`src/rtl/longest_uniform_run_tracker_assert.svh`:
```
// Assertion macros used by the run tracker top level.
`ifndef LONGEST_UNIFORM_RUN_TRACKER_ASSERT_SVH
`define LONGEST_UNIFORM_RUN_TRACKER_ASSERT_SVH

// Same-cycle implication, sampled on aclk, off while in reset.
`define LURT_ASSERT_IMP(lbl, ante, cons, msg) \
    lbl: assert property (@(posedge aclk) disable iff (!aresetn) (ante) |-> (cons)) \
        else $error(msg);

// Next-cycle implication, sampled on aclk, off while in reset.
`define LURT_ASSERT_NXT(lbl, ante, cons, msg) \
    lbl: assert property (@(posedge aclk) disable iff (!aresetn) (ante) |=> (cons)) \
        else $error(msg);

`endif

```
`src/rtl/lurt_pkg.sv`:
```
// Shared types and constants of the longest uniform run tracker.
`timescale 1ns / 1ps
package lurt_pkg;

    localparam int LEAVES_DEFAULT = 1024;
    localparam int POS_MAX_W      = 16;   // leaf index bits for the largest tree
    localparam int SYM_W          = 8;
    localparam int OUT_W          = 11;

    localparam logic [1:0] CMD_CLEAR  = 2'd0;
    localparam logic [1:0] CMD_LOAD   = 2'd1;
    localparam logic [1:0] CMD_UPDATE = 2'd2;

    localparam logic [1:0] OP_CLEAR  = 2'd0;
    localparam logic [1:0] OP_WRITE  = 2'd1;
    localparam logic [1:0] OP_REPORT = 2'd2;

    typedef struct packed {
        logic [1:0]           kind;
        logic                 report;
        logic [POS_MAX_W-1:0] pos;
        logic [SYM_W-1:0]     sym;
    } op_t;

    typedef struct packed {
        logic busy;
        logic clearing;
    } back_status_t;

endpackage

```
`src/rtl/lurt_front.sv`:
```
// Front end: accept requests, classify them, and queue operations.
`timescale 1ns / 1ps
module lurt_front #(
    parameter int LEAVES = lurt_pkg::LEAVES_DEFAULT
) (
    input  logic            aclk,
    input  logic            aresetn,
    input  logic            s_tvalid,
    output logic            s_tready,
    input  logic [1:0]      command,
    input  logic [9:0]      position,
    input  logic [7:0]      symbol,
    output logic            op_valid,
    input  logic            op_ready,
    output lurt_pkg::op_t   op
);
    lurt_pkg::op_t q0_reg, q0_next, q1_reg, q1_next, cls;
    logic [1:0]    cnt_reg, cnt_next;
    logic          in_range, keep, push, pop;
    logic [lurt_pkg::POS_MAX_W+9:0] pos_ext;

    assign in_range = 32'(position) < LEAVES;
    assign pos_ext  = {{lurt_pkg::POS_MAX_W{1'b0}}, position};

    // Drop unused codes and out-of-range loads; out-of-range updates become report-only.
    always_comb begin
        cls.pos    = pos_ext[lurt_pkg::POS_MAX_W-1:0];
        cls.sym    = symbol;
        cls.report = 1'b0;
        cls.kind   = lurt_pkg::OP_WRITE;
        keep       = 1'b0;
        unique case (command)
            lurt_pkg::CMD_CLEAR: begin
                cls.kind = lurt_pkg::OP_CLEAR;
                keep     = 1'b1;
            end
            lurt_pkg::CMD_LOAD: begin
                keep = in_range;
            end
            lurt_pkg::CMD_UPDATE: begin
                cls.report = 1'b1;
                cls.kind   = in_range ? lurt_pkg::OP_WRITE : lurt_pkg::OP_REPORT;
                keep       = 1'b1;
            end
            default: begin
                keep = 1'b0;
            end
        endcase
    end

    assign s_tready = (cnt_reg != 2'd2);
    assign op_valid = (cnt_reg != 2'd0);
    assign op       = q0_reg;
    assign push     = s_tvalid && s_tready && keep;
    assign pop      = op_valid && op_ready;

    always_comb begin
        q0_next  = q0_reg;
        q1_next  = q1_reg;
        cnt_next = cnt_reg;
        if (pop) begin
            q0_next = q1_reg;
        end
        if (push) begin
            if (cnt_reg == 2'd0 || (cnt_reg == 2'd1 && pop)) begin
                q0_next = cls;
            end else begin
                q1_next = cls;
            end
        end
        cnt_next = cnt_reg + 2'(push) - 2'(pop);
    end

    always_ff @(posedge aclk) begin
        if (!aresetn) begin
            cnt_reg <= 2'd0;
        end else begin
            cnt_reg <= cnt_next;
        end
        q0_reg <= q0_next;
        q1_reg <= q1_next;
    end
endmodule

```
`config.mk`:
```
export PLATFORM = sky130hd
export DESIGN_NAME = lurt_front
export DESIGN_NICKNAME = d
export VERILOG_FILES = /design/src/rtl/longest_uniform_run_tracker_assert.svh /design/src/rtl/lurt_pkg.sv /design/src/rtl/lurt_front.sv
export SDC_FILE = /design/constraint.sdc
export NUM_CORES = 1
export LEC_CHECK = 0
export BUFFER_PORTS_ARGS = -buffer_cell sky130_fd_sc_hd__buf_2
export CAP_MARGIN = 30
export CORE_UTILIZATION = 49
export CTS_BUF_LIST = sky130_fd_sc_hd__clkbuf_4
export CTS_CLUSTER_DIAMETER = 120
export DETAILED_ROUTE_END_ITERATION = 7
export HOLD_SLACK_MARGIN = 0.03
export PLACE_DENSITY = 0.78
export SLEW_MARGIN = 20
export SYNTH_ARGS = -nofsm -noshare
export SYNTH_HDL_FRONTEND = slang
export SYNTH_SLANG_ARGS = --single-unit
```
`constraint.sdc`:
```
create_clock -name aclk -period 2.6 [get_ports aclk]
set_clock_uncertainty 0.05 [all_clocks]
set_input_delay 0.39 -clock aclk [delete_from_list [all_inputs] [get_ports aclk]]
set_output_delay 0.39 -clock aclk [all_outputs]
set_load 0.005 [all_outputs]
```
==> Yosys cells after proc, flatten, opt, wreduce, memory -nomap -nowiden <==
Index checks and enable logic that the tools add are counted.
{ "totals": {"ff_bits": 50, "in_bits": 24} }
{ "classes": {"reduce_logical": 10, "n_mux": 6, "n_addsub": 2, "eq_ne": 4, "bitwise": 1} }
{ "op_table": {"columns": ["op", "count"], "rows": [
  ["two-way mux 27 bit", 3],
  ["equality test 2 x 1 -> 1 bit, second input constant", 2],
  ["logical AND 1 bit", 4],
  ["zero test 2 bit", 2],
  ["two-way mux 1 bit", 3],
  ["OR reduction 3 bit", 1],
  ["adder 2 x 1 -> 2 bit", 1],
  ["equality test 2 bit, second input constant", 1],
  ["!= test 2 bit, second input constant", 1],
  ["AND reduction 2 bit", 1],
  ["nonzero test 2 bit", 1],
  ["subtractor 2 x 1 -> 2 bit", 1],
  ["logical OR 1 bit", 1],
  ["NOT 1 bit", 1]
]} }

==> Longest topological paths before layout <==
Gate-level depths: netlist (run 1).
{ "depth": {"word_depth": 6, "mapped_depth": 7, "ltp_nobuf": 7} }

==> Worst setup path before layout (run 1) <==
No wires, ideal clock.
{ "synth_path": {"path_kind": "input -> register", "startpoint": "in command[1]", "endpoint": "reg q1_reg[0] in the netlist's numbering, enable pin", "slack_ns": -0.002, "t_arrival_ns": 2.124, "path_stages": 2, "setup_time_ns": 0.428, "cell_sequence": "and2_1 > a211oi_1"} }
{ "synth_via": {"elab_chain_cells": 5} }
{ "synth_lines": {"columns": ["element", "line", "rtl"], "rows": [
  ["from (decl)", "lurt_front.sv:10", "input logic [1:0] command,"],
  ["equality test 2 bit, or another cell as far along", "lurt_front.sv:32", "unique case (command)"],
  ["OR reduction 3 bit (no line) *", null, null],
  ["two-way mux 1 bit *", "lurt_front.sv:32", null],
  ["logical AND 1 bit *", "lurt_front.sv:54", "assign push = s_tvalid && s_tready && keep;"],
  ["AND reduction 2 bit (no line) *", null, null],
  ["to (signal assigned)", "lurt_front.sv:81", "q1_reg <= q1_next;"],
  ["to (decl)", "lurt_front.sv:17", "lurt_pkg::op_t q0_reg, q0_next, q1_reg, q1_next, cls;"]
]} }
Every way passes the cells marked *; elsewhere a longest branch is shown, timed or not.
A chain may end at the register's enable or synchronous reset.

==> Worst setup path after layout (run 1) <==
{ "layout_path": {"startpoint": "reg cnt_reg[1]", "endpoint": "reg cnt_reg[1]"} }
{ "layout_via": {"elab_chain_cells": 5} }
{ "layout_lines": {"columns": ["element", "line", "rtl"], "rows": [
  ["from (decl)", "lurt_front.sv:18", "logic [1:0] cnt_reg, cnt_next;"],
  ["from (signal assigned)", "lurt_front.sv:78", "cnt_reg <= cnt_next;"],
  ["!= test 2 bit", "lurt_front.sv:51", "assign s_tready = (cnt_reg != 2'd2);"],
  ["logical AND 1 bit (2 in a row)", "lurt_front.sv:54", null],
  ["adder 2 x 1 -> 2 bit", "lurt_front.sv:71", "cnt_next = cnt_reg + 2'(push) - 2'(pop);"],
  ["subtractor 2 x 1 -> 2 bit *", "lurt_front.sv:71", null]
]} }
Marks and branches as above.

==> results of run 1 <==
-- cells by family (layout without fill, tap and decap cells) --
logic type	count (synthesis)	after routing	synth area share, %
and+or+nand+nor	23	23	7.46
DFF	49	49	57.2
xor gates and xnor gates	1	1	0.425
muxes	41	41	29.2
AOI/OAI and AO/OA	6	6	2.85
buffers and inverters	5	64	2.18
adders and majority gates	1	1	0.606
-- power by group through the flow --
stage	Clock (mW)	Sequential, mW	Combinational [mW]
floorplan	0	1.14	0.802
global placement	0	1.12	1.07
detailed placement	0	1.14	1.11
CTS	0.346	1.12	1.12
global route	0.381	1.15	1.19
finish	0.332	1.12	1.11
-- metrics by stage --
step	hold WS, ns	util (%)	power (mW)	worst slack, ns	cell area [µm²]
6_report	0.162	60.4	2.56	0.650	2430
5_1_grt	0.130	60.4	2.73	0.520	2430
4_1_cts	0.149	60.4	2.59	0.643	2430
3_5_place_dp	0.391	59.1	2.25	0.639	2380
3_3_place_gp	0.387	59.1	2.19	0.716	2380
2_1_floorplan	0.405	-	1.94	0.681	2070
-- per-layer routing --
| metal | routed length, µm | GRT usage [%] | part of all wire, % | vias up |
|---|---|---|---|---|
| met5 | 0 | 0 | 0 | - |
| met4 | 38 | 7.98 | 1.0 | 0 |
| met3 | 154 | 4.45 | 4.2 | 5 |
| met2 | 1950 | 32.4 | 53 | 34 |
| met1 | 1500 | 20.0 | 41 | 592 |
| li1 | - | - | - | 581 |
-- placed cells by master, fill, tap and decap left out, types with 2 or more instances in the layout --
| cell | n |
|---|---|
| dfxtp_1 | 29 |
| buf_2 | 52 |
| buf_4 | 3 |
| and2_1 | 9 |
| clkbuf_4 | 5 |
| or2_2 | 2 |
| mux2_4 | 38 |
| edfxtp_1 | 20 |
| nand2_1 | 2 |
-- worst paths after layout --
kind / to / depth (start not counted) / startpoint
max: cnt_reg[1] / 7 / cnt_reg[1]
max reg2reg: cnt_reg[1] / 7 / cnt_reg[1]
min: q1_reg[3] / 1 / symbol[3]
min reg2reg: op[20] / 1 / op[20]
-- worst max-delay path, delay by kind of cell (launching register included) --
family | cells | cell delay (ns)
DFF | 1 | 0.46
xor gates and xnor gates | 1 | 0.16
AOI/OAI and AO/OA | 1 | 0.16
and+or+nand+nor | 4 | 0.77
adders and majority gates | 1 | 0.23
-- area by class of cell --
| class | instances | area [µm²] |
|---|---|---|
| Clock buffer | 5 | 37.5 |
| Sequential cell | 49 | 1180 |
| Fill cell | 336 | 1590 |
| Clock inverter | 3 | 17.5 |
| Multi-Input combinational cell | 72 | 850 |
| Inverter | 1 | 3.75 |
| Tap cell | 50 | 62.6 |
| Timing Repair Buffer | 55 | 283 |
==> results.txt, run 1 <==
The repair_antennas step left the layout with diodes totalling 0. The wire length of the first global-routing pass came out at 5.90 mm. The mean area per synthesized cell is 16.4 µm². For this run the aggregate overflow at the end of global routing stands at 0. The share of synthesized area occupied by flip-flops and latches came out at between 50 and 60%. The number of setup buffers added after CTS is 0.

For this configuration, the core starts out at a cell density of 51.2%. The data arrival time of the worst path is 2.14 ns. The library cell used as clock root buffer is clkbuf_4. Setup repair after global routing left no endpoint under its margin.

The critical path goes through or2b_2 > nand2_1 > xor2_1 > ha_1 > and4bb_2 > a31oi_1 > nand4_1. The fraction of power spent switching nets came out at 28.5%. The clock tree from TritonCTS is yes. In this run, the number of DRC markers left after iteration 0 of detailed routing was 45. The fraction of synthesis flops using an asynchronous set or reset pin is 0%. The share of total power dissipated in the clock network is 13.0%.

The number of standard cells in the final layout excluding fillers came out at 235. The routed length per placed instance came out at 15.5 µm. At the pin with the least slew margin, the transition time is 0.449 ns. Summed over all nets, the switching power comes to 0.731 mW. The via count of the first global-routing pass came out at 1286. The final antenna-violating net count came out at 0.

The worst slew margin relative to its limit came out at 69.2%. For this run, the slowest stage of the critical path takes 0.46 ns. The slowest stage of the critical path belongs to the cell dfxtp_1. The congestion estimate from routability-driven global placement came to 0.749. Per report_power, the sequential group accounts for 43.8% of the total. The internal reg-to-reg setup slack came out at about 0.65 ns. The setup violation total in the final timing report came out at 0. In this run the worst hold path is classified as in -> reg. The worst setup path is of the reg -> reg kind.

The run finished with clean final reports. The die is 66.9 µm tall. The internal power of the cells is 1.83 mW.

The flop and latch count out of synthesis is 49. The final net count came out at 209. The final routed DRC violation total came out at 0. The post-route fraction of the period consumed by the critical path came out at 75.0%. The total of max-cap violations came out at 0. The number of hold violations in the final report came out at 0.

The number of distinct library cell variants in the gate-level netlist after synthesis came out at 30. Static timing analysis puts the maximum clock frequency at 513 MHz. The die covers roughly 0.0045 mm². STA classifies the critical path startpoint as a flip-flop. The total negative slack for setup checks came out at 0 ns.

The clock transition at the register clock pins on the worst setup and hold paths after CTS is 0.14 ns. The placed wire-length estimate is between 2 and 3 mm. In the post-synthesis netlist, the biggest area contributors are edfxtp_1 29%, dfxtp_1 28%, mux2_4 28%.

The required time at the endpoint of the critical path is 2.79 ns. The number of pins with negative max-slew slack in the final report is 0. The most common cell in the synthesized netlist is mux2_4. Global routing consumed, over all layers together, 18.1% of the routing resources.

The total clock buffers created by CTS is 5. The category of the worst setup path capture point is a flip-flop. The number of hold-repair buffers added at the cts stage is 0. For this run, the detailed router's first-pass iteration total came to 4. The number of primary I/O pins is between 50 and 60. The number of buffers between clock root and the deepest sink came out at 2. For this run, the leading register cell type out of synthesis is dfxtp_1. The area of the core region came out at between 0.004 and 0.005 mm². The maximum number of pins on one net before global-route repair is 21. The source-to-sink clock delay at the later pin of the worst-skew pair is 0.35 ns. The synthesized netlist net count is 151. The number of antenna violations at the first check in global routing came out at 0.

The floorplan has 23 rows. The cell area power density is around 1100 mW/mm². Of all nets on the critical path, the largest fanout is 7.

The number of synthesized flops with an enable pin came out at 20. In the synthesized netlist, the cells that appear most often are 38 x mux2_4, 29 x dfxtp_1, 20 x edfxtp_1. Of all cell types, the one taking the most synthesized area is edfxtp_1. The shortest period the worst path allows came out at 1.95 ns.

The final route contains 1212 vias. The static leakage came out at 1.14 nW. In the routed layout, each cell is associated on average with a via count of 5.16. The share of post-route cells with drive strength above 1 is 58.4%. The portion of synthesized cell area occupied by the leading cell type came out at 29.1%. The yosys synthesis warning count came out at 0.

The count of mapped cells out of synthesis came out at ~130. The number of flip-flops under the largest register name came out at 27. The number of gates resized after CTS was 0. The sink count of the clock tree is 49.

The total placed cells including tap cells came out at approximately 230. The synthesized netlist occupies a cell area of 0.00206 mm². The number of levels the H-tree was split into came out at 2.

Across the VDD grid, the largest voltage drop is 0.519 mV. The width of the chip is 66.9 µm. The area overhead of the layout relative to synthesis came out at 18.0%.

After detailed routing, the total wire length is approximately 3.6 mm. The count of input and output buffers is 52. Combinational logic burns 43.2% of the power.
(Power assumes the default switching activity.)
==> run 2, diff against run 1 <==
--- a/config.mk
+++ b/config.mk
@@ -7,12 +7,12 @@
 export LEC_CHECK = 0
 export BUFFER_PORTS_ARGS = -buffer_cell sky130_fd_sc_hd__buf_2
 export CAP_MARGIN = 30
-export CORE_UTILIZATION = 49
+export CORE_UTILIZATION = 50
 export CTS_BUF_LIST = sky130_fd_sc_hd__clkbuf_4
 export CTS_CLUSTER_DIAMETER = 120
 export DETAILED_ROUTE_END_ITERATION = 7
 export HOLD_SLACK_MARGIN = 0.03
-export PLACE_DENSITY = 0.78
+export PLACE_DENSITY = 0.76
 export SLEW_MARGIN = 20
 export SYNTH_ARGS = -nofsm -noshare
 export SYNTH_HDL_FRONTEND = slang
==> constraint.sdc (replaced) <==
create_clock -name aclk -period 1.9 [get_ports aclk]
set_clock_uncertainty 0.05 [all_clocks]
set_input_delay 0.285 -clock aclk [delete_from_list [all_inputs] [get_ports aclk]]
set_output_delay 0.285 -clock aclk [all_outputs]
set_load 0.005 [all_outputs]
==> results.txt, run 2 (same netlist as run 1, synthesis figures left out) <==
The routed length per placed instance came out at 16.2 µm. At the worst endpoint, the required time is 1.56 ns. The cell sitting at the root of the clock tree is a clkbuf_4. The startpoint kind of the worst setup timing path is a flip-flop. The via count of the first global-routing pass is roughly 1.3k. The most frequent cell on the critical path is buf_4. The critical path goes through buf_4 > buf_4 > or2_2 > buf_2. The clock tree from TritonCTS is yes.

In the layout the commonest cells are 52 x buf_2, 38 x mux2_4, 27 x dfxtp_1. The number of standard-cell rows in the floorplan is 22. The number of pins with negative max-slew slack in the final report was 0. STA classifies the critical path endpoint as a primary output. The cell area power density is 1470 mW/mm². The source-to-sink clock delay at the later pin of the worst-skew pair is 0.36 ns. The starting density of the core came out at 54.3%. The largest incremental delay on the critical path is 0.37 ns. After detailed placement, the total cell area comes to ~0.0024 mm².

CTS saw 49 sinks. The first routing iteration left 47 violations. The total clock buffers created by CTS is 5. Setup violations remaining at the end of the flow were counted as 0. The number of buffers between clock root and the deepest sink is 2. The detail route stage leaves a number of antenna-violating nets equal to 0. The final global-route overflow total is 0.

The final hold slack came out at between 0.06 and 0.07 ns. The overall global routing resource usage came out at 19.7%. The worst register-to-register path ends at cnt_reg[1]. The post-route fraction of the period consumed by the critical path came out at a little over nine tenths. The post-detailed-routing wire length came out at 3.93 mm.

The highest-delay cell along the critical path is dfxtp_4. The width of the chip came out at 66.2 µm. The first global-routing pass estimated 6.08 mm of wire. The maximum number of pins on one net before global-route repair is 15. The critical-path maximum fanout is 5. The first TritonRoute pass finished after 4 iterations. Measured against its own limit, the worst slew margin works out to 70.0%. The floorplan step defined a die boundary enclosing 0.00439 mm². In this run the critical register-to-register path is launched from cnt_reg[1]. The area overhead of the layout relative to synthesis is 25.2%.

The shortest period the worst path allows came out at 1.79 ns. The worst setup path is of the reg -> out kind. The number of antenna violations at the first check in global routing is 0. The area of the core region is 0.00380 mm². The count of buffer and inverter cells on the critical path came out at 3.

The data arrival time of the worst path came out at approximately 1.5 ns. The number of cells traversed by the worst hold path came out at 1. The total of max-cap violations came out at 0. Setup repair after global routing left no endpoint under its margin. The static leakage came out at 1.20 nW. The worst hold path terminates at q1_reg[14]. The final routed DRC violation total came out at 0. The flow ran to the end, and the final reports show no timing, DRC or antenna violations. The internal reg-to-reg setup slack is 0.11 ns.

The actual transition at the worst max-transition pin is 0.437 ns. The path depth of the worst reg2reg path is 7. The commonest non-fill, non-tap cell in the layout is buf_2. The largest vdd supply drop came out at 0.723 mV. The critical path runs through a total of 4 cells. The post-route standard cell area excluding fillers came out at 0.00258 mm². The placed wire-length estimate came out at 2.60 mm. The floorplan step set the die height to 66.2 µm.

The routed via count came out at 1232. The routability congestion estimate from global placement came out at 0.670. The number of levels the H-tree was split into came out at 2. The via count normalized by instance count came out at 5.07. The startpoint identified for the worst hold timing path is position[6]. The final net count is 219. The number of hold violations in the final report is 0. The register with the most flip-flops in the layout has 27 of them. In this design, the largest share of critical-path delay is due to buffers and inverters. The share of post-route cells with drive strength above 1 is 63.1%. The clock transition at the register clock pins on the worst setup and hold paths after CTS came out at 0.14 ns. The achievable clock frequency is between 500 and 600 MHz. For this design the top-level I/O count stands at 53. The count of input and output buffers is between 50 and 60. The tightest min-delay check is of the in -> reg type. The count of inserted antenna diode cells came out at 0.
## run 2: cell types whose count changed in the layout (fill, tap and decap cells not counted), sizes merged
| cell | delta |
|---|---|
| buf | +8 |
| clkbuf | +1 |
| clkinv | -2 |
| dlygate4sd3 | +2 |
| bufinv | +1 |
## run 2: metal layers
metal	track usage [%]	routed length [µm]
met2	34.2	1990
met3	6.03	166
met5	0	0
met4	9.31	82
met1	21.9	1690
## run 2: worst max path at each step
stage | slack (ns) | start | to
after floorplan | 0.06 | cnt_reg[0] | q1_reg[0]
after global placement | 0.12 | command[1] | cnt_reg[1]
after detailed placement | -0.06 | cnt_reg[1] | cnt_reg[1]
after CTS | 0.02 | cnt_reg[1] | cnt_reg[1]
after global routing | 0.03 | cnt_reg[1] | cnt_reg[1]
final | 0.11 | cnt_reg[1] | op_valid
## run 2: layout make-up
cell class	count	area, µm²
well taps	48	60.1
inverters	1	3.75
flip-flops and latches	49	1190
fillers	267	1220
clock inverters	2	33.8
clock buffers	6	45.0
multi-input cells	72	888
repair buffers	65	363
## run 2: through the flow
stage	total power [mW]	util (%)	std cells	worst slack, ns	TNS, ns
after detailed placement	3.09	63.2	228	-0.0560	-0.0560
final	3.80	68.0	243	0.109	0
after CTS	3.79	66.7	241	0.0178	0
after global placement	3.02	63.2	228	0.115	0
after floorplan	2.66	-	126	0.0556	0
after global routing	4.02	68.0	243	0.0264	0
## run 2: timing repair
item,4_1_cts,5_1_grt
pin swaps,1,4
hold buffers,0,2
endpoints found under the hold margin,0,2
resized for setup,6,6
buffers inserted,5,0
setup endpoints to repair,1,1
## run 2: report_power, final
group | switching [mW] | internal [mW] | total [mW]
clock | 0.315 | 0.289 | 0.603
combinational | 0.602 | 1.07 | 1.67
sequential | 0.135 | 1.39 | 1.52
total | 1.05 | 2.75 | 3.80
## run 2: worst reg2reg max path, delay by kind of cell, from the launching register on
kind	cells	cell delay, ns
AOI/OAI and AO/OA	1	0.16
xor gates and xnor gates	1	0.16
adders and majority gates	1	0.22
DFF	1	0.38
and+or+nand+nor	4	0.71
==> run 3, diff against run 2 <==
--- a/config.mk
+++ b/config.mk
@@ -13,6 +13,7 @@
 export DETAILED_ROUTE_END_ITERATION = 7
 export HOLD_SLACK_MARGIN = 0.03
 export PLACE_DENSITY = 0.76
+export REMOVE_ABC_BUFFERS = 1
 export SLEW_MARGIN = 20
 export SYNTH_ARGS = -nofsm -noshare
 export SYNTH_HDL_FRONTEND = slang
==> constraint.sdc (replaced) <==
create_clock -name aclk -period 1.9 [get_ports aclk]
set_clock_uncertainty 0.05 [all_clocks]
set_input_delay 0.19 -clock aclk [delete_from_list [all_inputs] [get_ports aclk]]
set_output_delay 0.19 -clock aclk [all_outputs]
set_load 0.005 [all_outputs]
==> results.txt, run 3 (same netlist as run 1, synthesis figures left out) <==
The critical register-to-register path startpoint is cnt_reg[1]. The routed via count is 1293. The clock tree from TritonCTS is yes. The internal reg-to-reg setup slack is ~0.05 ns. The number of pins with negative max-slew slack in the final report came out at 0. The setup violation total in the final timing report is 0. The count of inserted antenna diode cells came out at 0. By startpoint and endpoint, the worst setup path is classified as reg -> reg. The maximum number of pins on one net before global-route repair is 16. The number of cells traversed by the worst hold path came out at 2. The signal on the critical path passes through or2b_2 > nand2_1 > xor2_1 > ha_2 > and4bb_2 > a31oi_1 > nand4_1. The startpoint kind of the worst setup timing path is a flip-flop. Hold timing on the final database bottoms out at a slack of 0.0750 ns. The worst slew margin relative to its limit is 71.4%. The clock transition at the register clock pins on the worst setup and hold paths after CTS is 0.12 ns. For this run, the top clock speed supported by timing is 541 MHz.

The area of the core region came out at about 0.0038 mm². In this design, the stage delay of the slowest critical-path cell is 0.37 ns. The routability congestion estimate from global placement is 0.730.

The register with the most flip-flops in the layout has 27 of them. Counting every sink on the clock net gives 49. The final global-route overflow total came out at 0. The total clock buffers created by CTS is 5. The fill cell total of the finished layout is roughly 270. Leaving out fill and tap cells, the most frequent cell in the layout is buf_2.

The overall global routing resource usage came out at a little under a fifth. The library cells used most frequently in the layout, excluding fill and tap cells, are 52 x buf_2, 38 x mux2_4, 28 x dfxtp_1. The largest vdd supply drop came out at 0.750 mV. The tool flagged a number of max-cap violations equal to 0. The final antenna-violating net count came out at 0.

Measured along the x axis, the die boundary spans 66.2 µm. The number of optimization iterations in the first detailed-route pass came out at 4. After the first detailed-routing iteration, the DRC count stood at 41. The slowest stage of the critical path is the dfxtp_1 cell. Combinational logic is responsible for between 40% and 50% of the overall power.

The worst hold path belongs to the class in -> reg. The run finished with clean final reports. The total placed instance area came out at between 0.002 and 0.0025 mm².

The shortest period the worst path allows is 1.85 ns. The fraction of power spent switching nets came out at 28.0%. The storage element area is ~0.0012 mm². The switching power of the nets came out at ~1.0 mW. The number of antenna violations at the first check in global routing came out at 0. For this run, design rule violations remaining after detail routing come to 0. The share of post-route cells with drive strength above 1 came out at between 50 and 60%.

Setup repair after global routing left no endpoint under its margin. The internal portion of the total power is 2.59 mW. The share of total power dissipated in sequential elements is between 40% and 50%.

In this run the most critical hold path is launched from aresetn. In this run the clock root is driven by a clkbuf_4. The area of the die is 0.00439 mm². The clock network burns 12.4% of the power.

For this design the top-level I/O count stands at 53. The routed length per placed instance came out at 14.3 µm. The number of buffers between clock root and the deepest sink is 2.

The cell area power density came out at around 1300 mW/mm². The via count of the first global-routing pass was 1309. STA classifies the critical path endpoint as a flip-flop.

After detailed routing, the number of vias per cell comes to 5.03. The worst hold path terminates at cnt_reg[0]. The die height came out at 66.2 µm. The wire length of the first global-routing pass came out at 5.91 mm. The number of hold violations in the final report is 0. The source-to-sink clock delay at the later pin of the worst-skew pair came out at approximately 0.35 ns. The post-route standard cell area excluding fillers is roughly 0.0027 mm². The area overhead of the layout relative to synthesis came out at 29.5%.

The number of standard-cell rows in the floorplan came out at 22. Dividing the final minimum period by the clock period gives 97.3%. The data arrival time of the worst path is 2.01 ns. The placed wire-length estimate is 2.65 mm. The total negative slack for setup checks is 0 ns.

Summed over all cells, the static leakage comes to about 1.2 nW. The worst register-to-register path ends at cnt_reg[1]. The critical-path maximum fanout is 5. The number of levels the H-tree was split into is 2.

The count of input and output buffers came out at 52. The post-detailed-routing wire length came out at 3.68 mm. For the worst flop-to-flop path, the logic depth is 7. The required time at the endpoint of the critical path is 2.06 ns. The final net count is 233.

The actual transition at the worst max-transition pin is 0.417 ns. The area occupied by multi-input gates came out at 860 µm². The starting density of the core is 54.3%. Measured on the finished design, the core utilization comes to between 70% and 80%.
## run 3: cell types whose count changed in the layout (fill, tap and decap cells not counted), sizes merged
cell and delta:
dlygate4sd3 +16, buf -2, clkinv +2, bufinv -1
clkbuf -1
## run 3: worst max-delay path by stage
stage	endpoint	from	slack (ns)	cells after the start
2_1_floorplan	q1_reg[0]	cnt_reg[0]	-0.63	2
3_3_place_gp	cnt_reg[1]	cnt_reg[0]	0.14	7
4_1_cts	cnt_reg[1]	cnt_reg[0]	0.03	7
5_1_grt	cnt_reg[1]	cnt_reg[1]	0.01	7
6_report	cnt_reg[1]	cnt_reg[1]	0.05	7
3_5_place_dp	cnt_reg[1]	cnt_reg[0]	-0.01	7
## run 3: what timing repair did
action | CTS | global route
hold buffers | 18 | 0
pin swaps | 0 | 1
hold endpoints to repair | 35 | 0
buffers inserted | 0 | 2
endpoints found under the setup margin | 1 | 1
gates resized for setup | 1 | 2
## run 3: area by class of cell
class                           count  share of cell area (%)
Sequential cell                    49                    44.4
Multi-Input combinational cell     72                    32.2
Timing Repair Buffer               79                    19.0
Tap cell                           48                    2.25
Clock buffer                        5                    1.41
Clock inverter                      3                   0.656
Inverter                            1                   0.141
## run 3: power groups by stage
stage / Combinational [mW] / Clock, mW / Sequential (mW)
after global routing: 1.76 / 0.514 / 1.55
after global placement: 1.51 / 0 / 1.53
after floorplan: 1.07 / 0 / 1.56
final: 1.63 / 0.447 / 1.51
after CTS: 1.60 / 0.470 / 1.53
after detailed placement: 1.56 / 0 / 1.55
## run 3: stage by stage
step                      std cells  total power, mW  worst slack [ns]
after floorplan                 122             2.63            -0.632
after detailed placement        229             3.11           -0.0110
after global placement          229             3.04             0.139
final                           257             3.60            0.0505
after CTS                       255             3.60            0.0265
after global routing            257             3.82            0.0103
## run 3: critical path: cells and delay by family (launching register included)
kind	cells	cell delay, ns
xor+xnor	1	0.18
fa+ha+maj	1	0.23
flops	1	0.37
simple gates	4	0.76
compound gates	1	0.14
## run 3: metal layers
metal | GRT usage, % | up-vias | part of all wire, %
li1 | - | 626 | -
met3 | 4.31 | 2 | 3.6
met1 | 20.9 | 633 | 43
met2 | 33.4 | 32 | 53
met4 | 6.38 | 0 | 0.60
met5 | 0 | - | 0
